## config.mk

```make
export PLATFORM = sky130hd
export DESIGN_NAME = pid_queue_with_keyed_removal_flat
export DESIGN_NICKNAME = d
export VERILOG_FILES = /design/src/hdl/pqkr_pkg.sv /design/src/hdl/pqkr_if.sv /design/src/hdl/pqkr_ram.sv /design/src/hdl/pid_queue_with_keyed_removal.sv /design/src/flat_wrapper.sv
export VERILOG_INCLUDE_DIRS = /design/src /design/src/hdl
export SDC_FILE = /design/constraint.sdc
export NUM_CORES = 1
export LEC_CHECK = 0
export ABC_AREA = 1
export BUFFER_PORTS_ARGS = -buffer_cell sky130_fd_sc_hd__buf_2
export CELL_PAD_IN_SITES_DETAIL_PLACEMENT = 1
export CELL_PAD_IN_SITES_GLOBAL_PLACEMENT = 2
export CORE_AREA = 2 2 190 211
export CTS_CLUSTER_SIZE = 24
export DETAILED_ROUTE_END_ITERATION = 12
export DIE_AREA = 0 0 192 213
export GPL_TIMING_DRIVEN = 0
export PLACE_DENSITY_LB_ADDON = 0.1
export SLEW_MARGIN = 30
export SYNTH_ARGS = -nofsm -noshare
export SYNTH_HDL_FRONTEND = slang
export SYNTH_SLANG_ARGS = --single-unit
export TNS_END_PERCENT = 30
```

## constraint.sdc

```tcl
create_clock -name clk -period 2.8 [get_ports clk]
set_input_delay 0.56 -clock clk [delete_from_list [all_inputs] [get_ports clk]]
set_output_delay 0.56 -clock clk [all_outputs]
set_load 0.02 [all_outputs]
```

## src/hdl/pid_queue_with_keyed_removal_defines.svh

```systemverilog
// Assertion macros for the PID queue with keyed removal.
// Included by the modules that carry assertions; expects clk and rst_n in scope.
`ifndef PID_QUEUE_WITH_KEYED_REMOVAL_DEFINES_SVH
`define PID_QUEUE_WITH_KEYED_REMOVAL_DEFINES_SVH

// condition holds at every edge out of reset
`define PQKR_CHECK(label, cond, msg) \
  label: assert property (@(posedge clk) disable iff (!rst_n) (cond)) else $error(msg);

// same-cycle implication
`define PQKR_IMPLY(label, ante, cons, msg) \
  label: assert property (@(posedge clk) disable iff (!rst_n) (ante) |-> (cons)) else $error(msg);

// next-cycle implication
`define PQKR_NEXT(label, ante, cons, msg) \
  label: assert property (@(posedge clk) disable iff (!rst_n) (ante) |=> (cons)) else $error(msg);

`endif

```

## src/hdl/pqkr_pkg.sv

```systemverilog
// Shared constants, codes and helpers for the PID queue with keyed removal.
// No dependencies; used by the interfaces, the top level and the bench.
`default_nettype none

package pqkr_pkg;

  localparam int QUEUE_DEPTH = 16;
  localparam int PID_BITS    = 16;

  localparam int OP_W     = 2;
  localparam int IN_PID_W = 16;
  localparam int STATUS_W = 2;
  localparam int OCC_W    = 5;

  localparam int ADDR_W = $clog2(QUEUE_DEPTH);
  localparam int CNT_W  = $clog2(QUEUE_DEPTH + 1);
  localparam logic [CNT_W-1:0] CNT_MAX = CNT_W'(QUEUE_DEPTH);

  typedef enum logic [OP_W-1:0] {
    OP_PUSH     = 2'd0,
    OP_REMOVE   = 2'd1,
    OP_CONTAINS = 2'd2
  } op_t;

  typedef enum logic [STATUS_W-1:0] {
    ST_OK   = 2'd0,
    ST_MISS = 2'd1,
    ST_FULL = 2'd2
  } status_t;

  typedef logic [PID_BITS-1:0] pid_t;

  // port identifier -> internal width (truncate or zero-extend)
  function automatic pid_t pid_in(input logic [IN_PID_W-1:0] p);
    logic [PID_BITS+IN_PID_W-1:0] ext;
    ext = {{PID_BITS{1'b0}}, p};
    return ext[PID_BITS-1:0];
  endfunction

  // internal identifier -> port width
  function automatic logic [IN_PID_W-1:0] pid_out(input pid_t p);
    logic [PID_BITS+IN_PID_W-1:0] ext;
    ext = {{IN_PID_W{1'b0}}, p};
    return ext[IN_PID_W-1:0];
  endfunction

  function automatic logic [OCC_W-1:0] occ_out(input logic [CNT_W-1:0] c);
    logic [CNT_W+OCC_W-1:0] ext;
    ext = {{OCC_W{1'b0}}, c};
    return ext[OCC_W-1:0];
  endfunction

endpackage

`default_nettype wire

```

## src/hdl/pqkr_if.sv

```systemverilog
// Valid/ready channel interfaces for request and result items.
// Depends on pqkr_pkg for field widths.
`default_nettype none

interface pqkr_in_if;
  logic                               valid;
  logic                               ready;
  logic [pqkr_pkg::OP_W-1:0]          operation;
  logic [pqkr_pkg::IN_PID_W-1:0]      pid;

  modport source (output valid, output operation, output pid, input ready);
  modport sink   (input valid, input operation, input pid, output ready);
endinterface

interface pqkr_out_if;
  logic                               valid;
  logic                               ready;
  logic [pqkr_pkg::STATUS_W-1:0]      status;
  logic [pqkr_pkg::IN_PID_W-1:0]      removed_pid;
  logic [pqkr_pkg::OCC_W-1:0]         occupancy;

  modport source (output valid, output status, output removed_pid, output occupancy,
                  input ready);
  modport sink   (input valid, input status, input removed_pid, input occupancy,
                  output ready);
endinterface

`default_nettype wire

```

## src/hdl/pqkr_ram.sv

```systemverilog
// Generic simple dual-port RAM: one write port, one read port, registered read.
// No dependencies.
`default_nettype none

module pqkr_ram #(
  parameter int WIDTH = 16,
  parameter int DEPTH = 16
) (
  input  wire logic                      clk,
  input  wire logic                      we,
  input  wire logic [$clog2(DEPTH)-1:0]  waddr,
  input  wire logic [WIDTH-1:0]          wdata,
  input  wire logic [$clog2(DEPTH)-1:0]  raddr,
  output      logic [WIDTH-1:0]          rdata
);

  logic [WIDTH-1:0] mem_r [DEPTH];

  always_ff @(posedge clk) begin
    if (we) begin
      mem_r[waddr] <= wdata;
    end
    rdata <= mem_r[raddr];
  end

endmodule

`default_nettype wire

```

## src/hdl/pid_queue_with_keyed_removal.sv

```systemverilog
// Top level: FIFO of process identifiers with push, pop/keyed removal and lookup.
// Depends on pqkr_pkg, pqkr_if, pqkr_ram and pid_queue_with_keyed_removal_defines.svh.
//
//   channel   dir   handshake                 payload
//   in_ch     in    valid/ready               operation, pid
//   out_ch    out   valid/ready               status, removed_pid, occupancy
//
// Push and unused codes go straight to S_DONE; the result loads there into the output
// register once it is free, and ready returns as it loads. Remove and contains scan in
// S_SCAN, one RAM read per cycle through a single comparator and compacting write pointer.
// A result held in the output register stalls the next one in S_DONE; no new item is
// accepted while it waits. rst_n is synchronous; the queue comes up empty, entries stay.
`default_nettype none
`include "pid_queue_with_keyed_removal_defines.svh"

module pid_queue_with_keyed_removal (
  input wire logic          clk,
  input wire logic          rst_n,
  pqkr_in_if.sink           in_ch,
  pqkr_out_if.source        out_ch
);

  typedef enum logic [2:0] {
    S_IDLE = 3'b001,
    S_SCAN = 3'b010,
    S_DONE = 3'b100
  } state_t;

  localparam int CW = pqkr_pkg::CNT_W;
  localparam int AW = pqkr_pkg::ADDR_W;

  state_t                         state_r, state_nxt;
  logic [pqkr_pkg::OP_W-1:0]      op_r, op_nxt;
  pqkr_pkg::pid_t                 pid_r, pid_nxt;
  logic [CW-1:0]                  count_r, count_nxt;
  logic [CW-1:0]                  rd_idx_r, rd_idx_nxt;
  logic [CW-1:0]                  d_idx_r, d_idx_nxt;
  logic                           d_valid_r, d_valid_nxt;
  logic [CW-1:0]                  w_r, w_nxt;
  logic                           hit_r, hit_nxt;
  pqkr_pkg::pid_t                 head_r, head_nxt;
  pqkr_pkg::status_t              res_status_r, res_status_nxt;
  pqkr_pkg::pid_t                 res_removed_r, res_removed_nxt;
  logic                           out_valid_r, out_valid_nxt;
  logic [pqkr_pkg::STATUS_W-1:0]  out_status_r, out_status_nxt;
  logic [pqkr_pkg::IN_PID_W-1:0]  out_removed_r, out_removed_nxt;
  logic [pqkr_pkg::OCC_W-1:0]     out_occ_r, out_occ_nxt;

  logic            in_fire;
  pqkr_pkg::pid_t  in_pid;
  logic            is_pop;
  logic            rd_active;
  logic            scan_end;
  logic            match;
  logic            drop;
  logic            push_ok;
  logic            scan_we;
  logic            out_free;
  logic            ram_we;
  logic [AW-1:0]   ram_waddr;
  pqkr_pkg::pid_t  ram_wdata;
  pqkr_pkg::pid_t  ram_rdata;

  pqkr_ram #(
    .WIDTH (pqkr_pkg::PID_BITS),
    .DEPTH (pqkr_pkg::QUEUE_DEPTH)
  ) u_entries (
    .clk   (clk),
    .we    (ram_we),
    .waddr (ram_waddr),
    .wdata (ram_wdata),
    .raddr (rd_idx_r[AW-1:0]),
    .rdata (ram_rdata)
  );

  assign in_ch.ready        = (state_r == S_IDLE);
  assign in_fire            = in_ch.valid && in_ch.ready;
  assign in_pid             = pqkr_pkg::pid_in(in_ch.pid);
  assign out_ch.valid       = out_valid_r;
  assign out_ch.status      = out_status_r;
  assign out_ch.removed_pid = out_removed_r;
  assign out_ch.occupancy   = out_occ_r;

  assign is_pop    = (op_r == pqkr_pkg::OP_REMOVE) && (pid_r == '0);
  assign rd_active = (state_r == S_SCAN) && (rd_idx_r != count_r);
  assign scan_end  = (state_r == S_SCAN) && !rd_active && !d_valid_r;
  assign match     = (ram_rdata == pid_r);
  assign drop      = is_pop ? (d_idx_r == '0) : match;
  assign push_ok   = in_fire && (in_ch.operation == pqkr_pkg::OP_PUSH)
                     && (count_r != pqkr_pkg::CNT_MAX);
  assign scan_we   = d_valid_r && (op_r == pqkr_pkg::OP_REMOVE) && !drop;
  assign out_free  = !out_valid_r || out_ch.ready;

  assign ram_we    = push_ok || scan_we;
  assign ram_waddr = push_ok ? count_r[AW-1:0] : w_r[AW-1:0];
  assign ram_wdata = push_ok ? in_pid : ram_rdata;

  always_comb begin
    state_nxt       = state_r;
    op_nxt          = op_r;
    pid_nxt         = pid_r;
    count_nxt       = count_r;
    rd_idx_nxt      = rd_idx_r;
    d_idx_nxt       = d_idx_r;
    d_valid_nxt     = 1'b0;
    w_nxt           = w_r;
    hit_nxt         = hit_r;
    head_nxt        = head_r;
    res_status_nxt  = res_status_r;
    res_removed_nxt = res_removed_r;
    out_valid_nxt   = out_valid_r && !out_ch.ready;
    out_status_nxt  = out_status_r;
    out_removed_nxt = out_removed_r;
    out_occ_nxt     = out_occ_r;

    case (state_r)
      S_IDLE: begin
        if (in_fire) begin
          op_nxt          = in_ch.operation;
          pid_nxt         = in_pid;
          rd_idx_nxt      = '0;
          w_nxt           = '0;
          hit_nxt         = 1'b0;
          head_nxt        = '0;
          res_removed_nxt = '0;
          res_status_nxt  = pqkr_pkg::ST_MISS;
          case (in_ch.operation)
            pqkr_pkg::OP_PUSH: begin
              if (push_ok) begin
                count_nxt      = count_r + CW'(1);
                res_status_nxt = pqkr_pkg::ST_OK;
              end else begin
                res_status_nxt = pqkr_pkg::ST_FULL;
              end
              state_nxt = S_DONE;
            end
            pqkr_pkg::OP_REMOVE, pqkr_pkg::OP_CONTAINS: begin
              state_nxt = S_SCAN;
            end
            default: begin
              state_nxt = S_DONE;
            end
          endcase
        end
      end
      S_SCAN: begin
        if (rd_active) begin
          rd_idx_nxt = rd_idx_r + CW'(1);
        end
        d_valid_nxt = rd_active;
        d_idx_nxt   = rd_idx_r;
        if (d_valid_r) begin
          if (op_r == pqkr_pkg::OP_CONTAINS) begin
            if (match) begin
              hit_nxt = 1'b1;
            end
          end else if (drop) begin
            hit_nxt = 1'b1;
            if (is_pop) begin
              head_nxt = ram_rdata;
            end
          end else begin
            w_nxt = w_r + CW'(1);
          end
        end
        if (scan_end) begin
          state_nxt = S_DONE;
          if (hit_r) begin
            res_status_nxt = pqkr_pkg::ST_OK;
            if (op_r == pqkr_pkg::OP_REMOVE) begin
              count_nxt       = w_r;
              res_removed_nxt = is_pop ? head_r : pid_r;
            end
          end
        end
      end
      S_DONE: begin
        if (out_free) begin
          out_valid_nxt   = 1'b1;
          out_status_nxt  = res_status_r;
          out_removed_nxt = pqkr_pkg::pid_out(res_removed_r);
          out_occ_nxt     = pqkr_pkg::occ_out(count_r);
          state_nxt       = S_IDLE;
        end
      end
      default: begin
        state_nxt = S_IDLE;
      end
    endcase
  end

  always_ff @(posedge clk) begin
    if (!rst_n) begin
      state_r     <= S_IDLE;
      count_r     <= '0;
      d_valid_r   <= 1'b0;
      out_valid_r <= 1'b0;
    end else begin
      state_r     <= state_nxt;
      count_r     <= count_nxt;
      d_valid_r   <= d_valid_nxt;
      out_valid_r <= out_valid_nxt;
    end
  end

  always_ff @(posedge clk) begin
    op_r          <= op_nxt;
    pid_r         <= pid_nxt;
    rd_idx_r      <= rd_idx_nxt;
    d_idx_r       <= d_idx_nxt;
    w_r           <= w_nxt;
    hit_r         <= hit_nxt;
    head_r        <= head_nxt;
    res_status_r  <= res_status_nxt;
    res_removed_r <= res_removed_nxt;
    out_status_r  <= out_status_nxt;
    out_removed_r <= out_removed_nxt;
    out_occ_r     <= out_occ_nxt;
  end

  `PQKR_CHECK(a_count_max, count_r <= pqkr_pkg::CNT_MAX, "occupancy beyond queue depth")
  `PQKR_IMPLY(a_write_behind, scan_we, w_r <= d_idx_r, "compaction write ahead of read")
  `PQKR_IMPLY(a_grow_on_push, count_r > $past(count_r), $past(push_ok), "count grew without push")
  `PQKR_NEXT(a_result_load, (state_r == S_DONE) && out_free,
             out_valid_r && (state_r == S_IDLE), "result not loaded")

endmodule

`default_nettype wire

```

## src/flat_wrapper.sv

```systemverilog
// flat-port wrapper written by rule: the top's interface ports become plain ports
module pid_queue_with_keyed_removal_flat 
  (clk, rst_n, in_ch_valid, in_ch_operation, in_ch_pid, in_ch_ready, out_ch_valid, out_ch_status, out_ch_removed_pid, out_ch_occupancy, out_ch_ready);
  pqkr_in_if in_ch_i ();
  pqkr_out_if out_ch_i ();
  input wire logic clk;
  input wire logic rst_n;
  input wire logic [$bits(in_ch_i.valid)-1:0] in_ch_valid;
  input wire logic [$bits(in_ch_i.operation)-1:0] in_ch_operation;
  input wire logic [$bits(in_ch_i.pid)-1:0] in_ch_pid;
  output wire logic [$bits(in_ch_i.ready)-1:0] in_ch_ready;
  output wire logic [$bits(out_ch_i.valid)-1:0] out_ch_valid;
  output wire logic [$bits(out_ch_i.status)-1:0] out_ch_status;
  output wire logic [$bits(out_ch_i.removed_pid)-1:0] out_ch_removed_pid;
  output wire logic [$bits(out_ch_i.occupancy)-1:0] out_ch_occupancy;
  input wire logic [$bits(out_ch_i.ready)-1:0] out_ch_ready;
  assign in_ch_i.valid = in_ch_valid;
  assign in_ch_i.operation = in_ch_operation;
  assign in_ch_i.pid = in_ch_pid;
  assign in_ch_ready = in_ch_i.ready;
  assign out_ch_valid = out_ch_i.valid;
  assign out_ch_status = out_ch_i.status;
  assign out_ch_removed_pid = out_ch_i.removed_pid;
  assign out_ch_occupancy = out_ch_i.occupancy;
  assign out_ch_i.ready = out_ch_ready;
  pid_queue_with_keyed_removal u_core (.clk(clk), .rst_n(rst_n), .in_ch(in_ch_i), .out_ch(out_ch_i));
endmodule
```

**After elaboration in Yosys (flattened, before gate mapping)**

Memory sizes are Yosys's and may differ from the RTL's. A register that Yosys moved wholly into a read port is not among the register bits.
Index checks and enable logic that the tools add are counted.

- Flip-flop bits (word level): 101
- RAM bits: 256
- Bits of input ports: 22
- Output and inout bits: 25
- Logic and storage cells: 127
- Memories: 1

Memories:

| memory | words | width | read ports | clocked after memory_dff | wr ports | RTL line | RTL |
|---|---|---|---|---|---|---|---|
| u_core.u_entries.mem_r | 16 | 16 | 1 | 1 | 1 | pqkr_ram.sv:17 | `logic [WIDTH-1:0] mem_r [DEPTH];` |

- Add/subtract/negate cells: 3
- Equal/unequal tests: 25
- Mux-type cells: 49
- Reduce and logical (&&, ||, !) cells: 33

Operators with widths:

| operator | count |
|---|---|
| 2-to-1 mux 16 bit | 10 |
| case mux 16 bit (2 select lines) | 2 |
| 2-to-1 mux 5 bit | 11 |
| case mux 5 bit (2 select lines) | 3 |
| equality test 16 bit | 1 |
| logical NOT 16 bit | 1 |
| adder 5 x 1 -> 5 bit, second input constant | 3 |
| AND reduction 5 bit | 3 |
| != test 2 x 1 -> 1 bit, second input constant | 7 |
| 2-to-1 mux 3 bit | 4 |
| != test 2 bit, second input constant | 6 |
| logical AND 1 bit | 10 |
| 2-to-1 mux 1 bit | 10 |
| 2-to-1 mux 2 bit | 5 |
| case mux 3 bit (3 select lines) | 1 |
| AND reduction 7 bit | 1 |
| != test 3 x 2 -> 1 bit, second input constant | 2 |
| AND reduction 2 bit | 3 |
| AND reduction 3 bit | 2 |
| AND reduction 6 bit | 1 |
| logical NOT 1 bit | 5 |
| logical NOT 5 bit | 1 |
| != test 5 bit | 1 |
| != test 5 bit, second input constant | 1 |
| other kinds (13) | 16 |

**Logic depth before layout (Yosys ltp)**

Gate-level depths: netlist of the first run.

- Depth in word-level cells: 8
- Gate-level depth with buffers: 13
- Mapped depth without buffers: 12

**Cells and area by module**

From an unflattened synthesis of the first run, not the netlist that was laid out.

- Cells, all modules: 1514
- Area total of the unflattened synthesis: 15949.0 um^2

By module, submodules not included:

| module | times used | cells each | area an instance (um^2) | seq. area each (um^2) |
|---|---|---|---|---|
| pqkr_ram | 1 | 1074 | 11380.9 | 8007.7 |
| pid_queue_with_keyed_removal | 1 | 440 | 4568.1 | 2932.8 |

**Worst setup path before layout of the first run**

OpenSTA, ideal clock, no wires.

- Kind: input-to-reg
- Start point: in in_ch_valid
- End point: mem u_core.u_entries.mem_r[11][0] (enable)
- Library setup time: 388 ps
- Arrival time: 2317 ps
- Data required time: 2412 ps
- Slack: 95 ps
- Stages on the path: 9
- Path buffers: 1
- Cells stage by stage: inv_2 > nor2_4 > nand2_1 > buf_6 > o21ai_2 > inv_2 > nor2_1 > nand2_1 > nor2_1

- Cells in the longest elaborated chain, start to end: 6
- Elaborated cells on any way between the ends: 7
- Classes of those cells: mux (3); reduce/logical (4)

RTL lines:

| what | RTL line | RTL |
|---|---|---|
| start, declared | flat_wrapper.sv:8 | `input wire logic [$bits(in_ch_i.valid)-1:0] in_ch_valid;` |
| logical AND 1 bit (*) | pid_queue_with_keyed_removal.sv:77 | `assign in_fire = in_ch.valid && in_ch.ready;` |
| logical AND 1 bit (*) | pid_queue_with_keyed_removal.sv:89 | `assign push_ok = in_fire && (in_ch.operation == pqkr_pkg::OP_PUSH)` |
| logical AND 1 bit (*) | pid_queue_with_keyed_removal.sv:90 | `&& (count_r != pqkr_pkg::CNT_MAX);` |
| logical OR 1 bit | pid_queue_with_keyed_removal.sv:94 | `assign ram_we = push_ok \|\| scan_we;` |
| 2-to-1 mux 1 bit | pqkr_ram.sv:20 | `if (we) begin` |
| 2-to-1 mux 1 bit (not written as such) | pqkr_ram.sv:21 | `mem_r[waddr] <= wdata;` |
| end, declared | pqkr_ram.sv:17 |  |

Every way passes the cells marked *; elsewhere a longest branch is shown, timed or not.

**Worst setup path after layout of the first run**

- Start point: reg u_core.count_r[0]
- End point: mem u_core.u_entries.mem_r[14][14] (enable)

- Cells in the longest elaborated chain, start to end: 5
- Elaborated cells on any way between the ends: 6
- Classes of those cells: eq/ne (1); mux (3); reduce/logical (2)

RTL lines:

| what | RTL line | RTL |
|---|---|---|
| start, declared | pid_queue_with_keyed_removal.sv:35 | `logic [CW-1:0] count_r, count_nxt;` |
| start signal, assigned | pid_queue_with_keyed_removal.sv:200 | `count_r <= count_nxt;` |
| != test 5 bit | pid_queue_with_keyed_removal.sv:90 |  |
| logical AND 1 bit | pid_queue_with_keyed_removal.sv:90 |  |
| logical OR 1 bit | pid_queue_with_keyed_removal.sv:94 |  |
| 2-to-1 mux 1 bit | pqkr_ram.sv:20 |  |
| 2-to-1 mux 1 bit (not written as such) | pqkr_ram.sv:21 |  |

Parallel ways exist; a longest one is shown, timed or not.

==> results of run 1 <==
## sequential cells by signal, indices dropped and copies added (netlist names)
register,cells
u_core.w_r,5
u_core.u_entries.rdata,16
u_core.op_r,2
u_core.count_r,5
u_core.state_r,3
u_core.out_ch.removed_pid,16
u_core.rd_idx_r,5
u_core.hit_r,1
u_core.out_ch.occupancy,5
u_core.res_removed_r,16
u_core.u_entries.mem_r,256
u_core.res_status_r,2
u_core.out_ch.status,2
u_core.d_idx_r,5
u_core.d_valid_r,1
u_core.pid_r,16
u_core.head_r,16
u_core.out_ch.valid,1
## cell usage in the layout (no fill, tap or decap), types with 3 or more instances in the layout
cell type	count
clkbuf_16	40
a22oi_1	6
o21ai_0	100
o21ai_1	56
or2_2	3
dfxtp_1	26
nor2_1	220
xnor2_1	3
buf_4	23
buf_6	23
inv_2	17
a211oi_1	11
nor2_4	19
inv_1	53
nand2_2	8
edfxtp_1	347
o22ai_1	74
bufinv_16	4
buf_1	3
o21ai_2	18
buf_12	10
clkinv_2	9
nand3_1	16
clkinv_1	9
buf_2	61
nand2_1	122
nor3_1	4
clkbuf_1	45
xor2_1	4
ha_1	5
nand4_1	6
a21oi_2	3
a21oi_1	24
buf_8	3
## worst min path at each step
| stage | startpoint | to |
|---|---|---|
| final | in_ch_pid[11] | u_core.pid_r[11] |
| after global routing | in_ch_pid[11] | u_core.pid_r[11] |
| after CTS | in_ch_pid[11] | u_core.pid_r[11] |
| after detailed placement | u_core.res_removed_r[3] | u_core.out_ch.removed_pid[3] |
| after global placement | u_core.res_removed_r[7] | u_core.out_ch.removed_pid[7] |
| after floorplan | u_core.res_removed_r[0] | u_core.out_ch.removed_pid[0] |
## per-layer routing
layer / up-vias / global-route usage
li1: 4676 / -
met1: 4993 / 0.292
met2: 225 / 0.404
met3: 69 / 0.0307
met4: 2 / 0.0771
met5: - / 0
## cell families (layout without fill, tap and decap cells)
family / Yosys count / after routing / synth area share
AO/OA/AOI/OAI: 299 / 299 / 0.112
XOR/XNOR: 7 / 7 / 0.00411
adder cells (fa/ha/maj): 5 / 5 / 0.00419
buffers and inverters: 135 / 308 / 0.0376
flip-flops: 373 / 373 / 0.733
AND/OR/NAND/NOR: 407 / 407 / 0.109
## final cells by class
class,count,area share
Buffer,65,0.0167
Clock inverter,25,0.0129
Clock buffer,48,0.0579
Multi-Input combinational cell,718,0.203
Timing Repair Buffer,100,0.0501
Inverter,70,0.0146
Sequential cell,373,0.609
Tap cell,507,0.0353
## synth_stat cells (all sizes together)
library cell and count:
a211oi 11, a21boi 1, a21oi 28, a22oi 6
a41oi 1, and3 1, buf 25, clkbuf 40
dfxtp 26, edfxtp 347, ha 5, inv 70
nand2 131, nand3 19, nand4 6, nor2 241
nor3 5, nor4 1, o2111ai 2, o21a 1
o21ai 174, o22ai 74, o41ai 1, or2 3
xnor2 3, xor2 4
## through the flow
stage,worst slack (ns),std cells,cell area (um2),util
floorplan,0.0948,1226,14900,-
global placement,-1.29,1778,15800,0.407
detailed placement,-0.493,1804,16300,0.419
CTS,-0.241,1889,17800,0.458
global route,-0.0280,1906,18000,0.463
finish,0.143,1906,18000,0.463
## repair_timing
action,in CTS,in global routing
endpoints found under the setup margin,380,279
resized for setup,6,15
buffers inserted,12,17
hold buffers,0,0
pin swaps,7,7
hold endpoints to repair,0,0
## report_power, final
group | total (W) | switching [W] | internal [W]
Sequential | 0.00726 | 0.000217 | 0.00704
Combinational | 0.00371 | 0.00274 | 0.000971
Clock | 0.00524 | 0.00221 | 0.00303
Total | 0.0162 | 0.00517 | 0.0110
==> qor.yml, run 1 <==
detailed_routing:
  wl_per_cell_um: 24.1
  viasPerCell: 5.23
  drtAntennaViolNets: 0
  top_layer: "met5"
  wl_mm: 46.0
  vias: 9965
  route.detailed.drc: 0
  drtIter0Drc: 761
  met2_wirelength_mm: 23.3
  wl_met3_mm: 2.00
  dr.pass1.iters: 5
  met1_length_mm: 19.4
worst_setup_path:
  timing.critical_path.slowest_cell_delay_ns: 0.47
  crit_required_ns: 3.05
  timing.critical_path.buf_inv: 3
  cp_common_cell: "nand2_1"
  rr_worst_depth: 11
  reg2reg_slack_ns: 0.14
  path_cells: "inv_2 > ha_1 > nand2_1 > nor2_1 > nor2_1 > nand2_1 > buf_6 > o21ai_1 > nand2_1 > nor2_4 > buf_12"
  worstSetupStartpointType: "register"
  end_kind: "register"
  reg2reg_from: "u_core.count_r[0]"
  critPathKind: "reg2reg"
  cp.arrival_ns: 2.90
  worst-path-stages: 11
  timing.rr.end: "u_core.u_entries.mem_r[14][14]"
  startpoint: "u_core.count_r[0]"
  critPathMaxFanout: 16
  crit_family: "simple AND/OR/NAND/NOR gates"
  crit_end: "u_core.u_entries.mem_r[14][14]"
  cp_slowest_cell: "dfxtp_1"
cells_and_area:
  fill_cells: 4040
  drive_gt1_frac: 0.184
  num_antenna_cells: 0
  synthToLayoutAreaGrowth_pct: 20.4
  multi_input_area_um2: 3650
  nets: 1395
  regArea_um2: 10900
timing:
  skew_ns: 0.0203
  period_share: 0.949
  tightest_slew_ns: 0.818
  rsz0062_at_grt: "true"
  fin_crit_ns: 2.66
  finalHoldViolCount: 0
  holdWs_ns: 0.199
  setup_violations: 0
  fmax_ghz: 0.376
  relSlewSlack: 0.454
  finalSetupTns_ns: 0
  drv_slew: 0
clock_network:
  htree_levels: 2
  clock_tree.root_cell: "clkbuf_16"
  worstSkewPairLatency_ns: 0.55
  cts_buffers: 40
  clk_path_buf_depth: 3
  clk_pin_slew_ns: 0.06
  clkSinkCount: 373
  cts_tree: "built"
yosys:
  synth_largest_area_cell: "edfxtp_1"
  synth_nets: 1253
  synth_seq_cells: 373
  ys_types: 39
  syn_inst: 1226
  ys_seq_area_frac: 0.733
  ys_warn_count: 0
  syn_area_per_cell_um2: 12.2
  synthTopCellsByArea: "edfxtp_1, nor2_1, o21ai_0"
  syn_area_um2: 14900
  synth_top_area_share: 0.698
floorplan:
  fp.dieArea_um2: 40900
  start_util: 0.385
  die_w_um: 192
  die_y_um: 213
  coreArea_um2: 38800
  rows: 76
  ios: 47
power:
  vdd_ir_drop_max_mv: 0.421
  finalPower_w: 0.0162
  leakage_nw: 6.36
  powerDensity_nw_per_um2: 902
grt:
  antenna_found_initial: 1
  grt_max_degree: 19
  grt_pass1_vias: 10500
  gr-usage-all-layers: 0.230
  grt_remaining_overflow: 0
  grt_pass1_wl_mm: 67.5
placed_design:
  port_buffers: 45
  dpl.hpwl_mm: 32.5
  place.gp.congestion: 0.813
worst_hold_path:
  hold_depth: 1
  hold_class: "in2reg"
outcome:
  status: "complete, no violations"
run:
  drv_cap: 0
Note: power is estimated with default switching activity, not from simulation.
==> inputs of run 2 (changes only) <==
--- a/config.mk
+++ b/config.mk
@@ -16,5 +16,6 @@
 export DIE_AREA = 0 0 192 213
 export GPL_TIMING_DRIVEN = 0
-export PLACE_DENSITY_LB_ADDON = 0.1
+export PLACE_DENSITY = 0.74
+export REMOVE_ABC_BUFFERS = 1
 export SLEW_MARGIN = 30
 export SYNTH_ARGS = -nofsm -noshare
==> constraint.sdc (replaced) <==
create_clock -name clk -period 2.8 [get_ports clk]
set_input_delay 0.14 -clock clk [delete_from_list [all_inputs] [get_ports clk]]
set_output_delay 0.14 -clock clk [all_outputs]
set_load 0.02 [all_outputs]
==> run 2 against run 1 <==
  * Maximum frequency down 1.1%
  * Via count increased by 1.1%
  * Setup slack worse by 0.029 ns
  * Die area unchanged
  * Cell area up 3.3%
  * Largest power group unchanged
==> qor.yml, run 2 (synthesis gave the netlist of run 1 again) <==
outcome:
  status: "complete, no violations"  # unchanged
cells_and_area:
  drive_gt1_frac: 0.184  # about the same
  num_antenna_cells: 0  # unchanged
  synthToLayoutAreaGrowth_pct: 24.3  # was 20.4%
  largest_register_ffs: 256  # unchanged
  fill_cells: 3979  # was 4,040
  top_register: "u_core.u_entries.mem_r"  # unchanged
  final_util: 0.478  # was 0.463
  multi_input_area_um2: 3670  # was 3650 um2
  regArea_um2: 10900  # unchanged
  final_common_cell: "edfxtp_1"  # unchanged
  stdcell_area_um2: 18600  # was 18,000 um2
  final_cell_mix: "edfxtp_1, nor2_1, nand2_1"  # unchanged
  nets: 1365  # was 1,395
floorplan:
  fp.dieArea_um2: 40900  # unchanged
  rows: 76  # unchanged
  die_w_um: 192  # unchanged
  die_y_um: 213  # unchanged
  coreArea_um2: 38800  # unchanged
  start_util: 0.385  # unchanged
  ios: 47  # unchanged
grt:
  grt_remaining_overflow: 0  # unchanged
  grt_pass1_vias: 10300  # was 10,500
  grt_pass1_wl_mm: 65.1  # was 67.5 mm
  gr-usage-all-layers: 0.219  # was 0.230
  grt_max_degree: 130  # was 19
  antenna_found_initial: 0  # was 1
power:
  p_int_w: 0.0115  # was 0.0110 W
  powerDensity_nw_per_um2: 870  # was 902 nW/um2
  leakage_nw: 6.53  # was 6.36 nW
  sw_frac_of_total: 0.290  # was 0.319
  power_switching_w: 0.00468  # was 0.00517 W
  combinationalPowerShare: 0.198  # was 0.229
  power_frac_seq: 0.452  # was 0.448
  vdd_ir_drop_max_mv: 0.428  # was 0.421 mV
  p_clk_frac: 0.350  # was 0.323
detailed_routing:
  route.detailed.drc: 0  # unchanged
  dr.pass1.iters: 5  # unchanged
  vias: 10100  # was 9,965
  wl_mm: 44.5  # was 46.0 mm
  drtIter0Drc: 663  # was 761
  drtAntennaViolNets: 0  # unchanged
  viasPerCell: 5.37  # was 5.23
  wl_per_cell_um: 23.7  # was 24.1 um
clock_network:
  cts_tree: "built"  # unchanged
  clock_tree.root_cell: "clkbuf_16"  # unchanged
  cts_buffers: 40  # unchanged
  clk_pin_slew_ns: 0.06  # about the same
  clk_path_buf_depth: 3  # unchanged
  htree_levels: 2  # unchanged
  clkSinkCount: 373  # unchanged
  worstSkewPairLatency_ns: 0.54  # was 0.55 ns
placed_design:
  place.gp.congestion: 0.737  # was 0.813
  dpl.hpwl_mm: 27.6  # was 32.5 mm
  dpl_cell_area_um2: 16400  # was 16,300 um2
  port_buffers: 46  # was 45
worst_setup_path:
  cp.arrival_ns: 2.93  # was 2.90 ns
  end_kind: "register"  # unchanged
  worstSetupStartpointType: "register"  # unchanged
  crit_required_ns: 3.05  # about the same
  critPathMaxFanout: 12  # was 16
  critPathKind: "reg2reg"  # unchanged
timing:
  tightest_slew_ns: 0.873  # was 0.818 ns
  drv_slew: 0  # unchanged
  setup_violations: 0  # unchanged
  period_share: 0.959  # was 0.949
  relSlewSlack: 0.417  # was 0.454
  finalHoldViolCount: 0  # unchanged
  fin_crit_ns: 2.69  # was 2.66 ns
  skew_ns: 0.0121  # was 0.0203 ns
  fmax_ghz: 0.372  # was 0.376 GHz
run:
  drv_cap: 0  # unchanged
worst_hold_path:
  hold_class: "in2reg"  # unchanged
run 2: cell types whose count changed in the layout (fill, tap and decap cells not counted), sizes merged, moves of 2 or more:
| cell | previous run | this run |
|---|---|---|
| dlygate4sd3 | 0 | 21 |
| clkbuf | 88 | 56 |
| clkinvlp | 1 | 3 |
| bufinv | 4 | 6 |
| buf | 125 | 111 |
| inv | 71 | 69 |
| clkinv | 19 | 12 |
run 2: path summary, 6_finish.rpt:
kind	startpoint	endpoint	slack [ns]	cells past startpoint
max	u_core.pid_r[8]	u_core.u_entries.mem_r[1][3]	0.11	10
max reg2reg	u_core.pid_r[8]	u_core.u_entries.mem_r[1][3]	0.11	10
min reg2reg	u_core.res_status_r[0]	u_core.out_ch.status[0]	0.41	0
min	in_ch_pid[1]	u_core.pid_r[1]	0.33	2
run 2: critical path, cell delays in order, from the launching register on:
cell and delay, ns:
edfxtp_1 0.43, nor2_1 0.20, nand3_1 0.18, nor2_4 0.17, nand3_4 0.19, nand3_1 0.24, nand3_1 0.12, nand2_2 0.16
nand2_2 0.19, nor2_4 0.29, buf_12 0.19
run 2: power by group through the flow:
stage / Combinational [W] / Sequential [W] / Clock [W]
2_1_floorplan: 0.00162 / 0.00744 / 0
3_3_place_gp: 0.00240 / 0.00769 / 0
3_5_place_dp: 0.00300 / 0.00742 / 0
4_1_cts: 0.00311 / 0.00731 / 0.00575
5_1_grt: 0.00353 / 0.00733 / 0.00596
6_report: 0.00320 / 0.00729 / 0.00565
run 2: cell type report:
type,count,area share
Clock buffer,56,0.0627
Clock inverter,18,0.0140
Inverter,70,0.0166
Multi-Input combinational cell,719,0.198
Sequential cell,373,0.590
Tap cell,507,0.0342
Timing Repair Buffer,132,0.0839
Timing Repair inverter,2,0.000877
run 2: through the flow:
step	total power, W	setup TNS, ns	cells	setup slack [ns]	hold WS, ns
2_1_floorplan	0.00906	-93.20	1161	-2.45	0.225
3_3_place_gp	0.0101	-1156.08	1714	-6.63	0.333
3_5_place_dp	0.0104	-357.78	1754	-0.928	0.337
4_1_cts	0.0162	-0.0384	1872	-0.00527	0.308
5_1_grt	0.0168	-0.301	1877	-0.0234	0.329
6_report	0.0161	0	1877	0.114	0.329
run 2: routing by layer:
layer  global-route usage  wire length, um  vias to the layer above
li1                     -                -                     4626
met1                0.279            19000                     5162
met2                0.380            22300                      209
met3               0.0286             1500                       80
met4               0.0869             1640                        0
met5                    0                0                        -
run 2: repair_timing:
action                                  in CTS  in global routing
pin swaps                                   21                  0
gates cloned                                 1                  2
endpoints found under the hold margin       28                  0
setup buffers                               23                  4
hold buffers                                21                  0
endpoints found under the setup margin     539                322
resized for setup                           15                  9
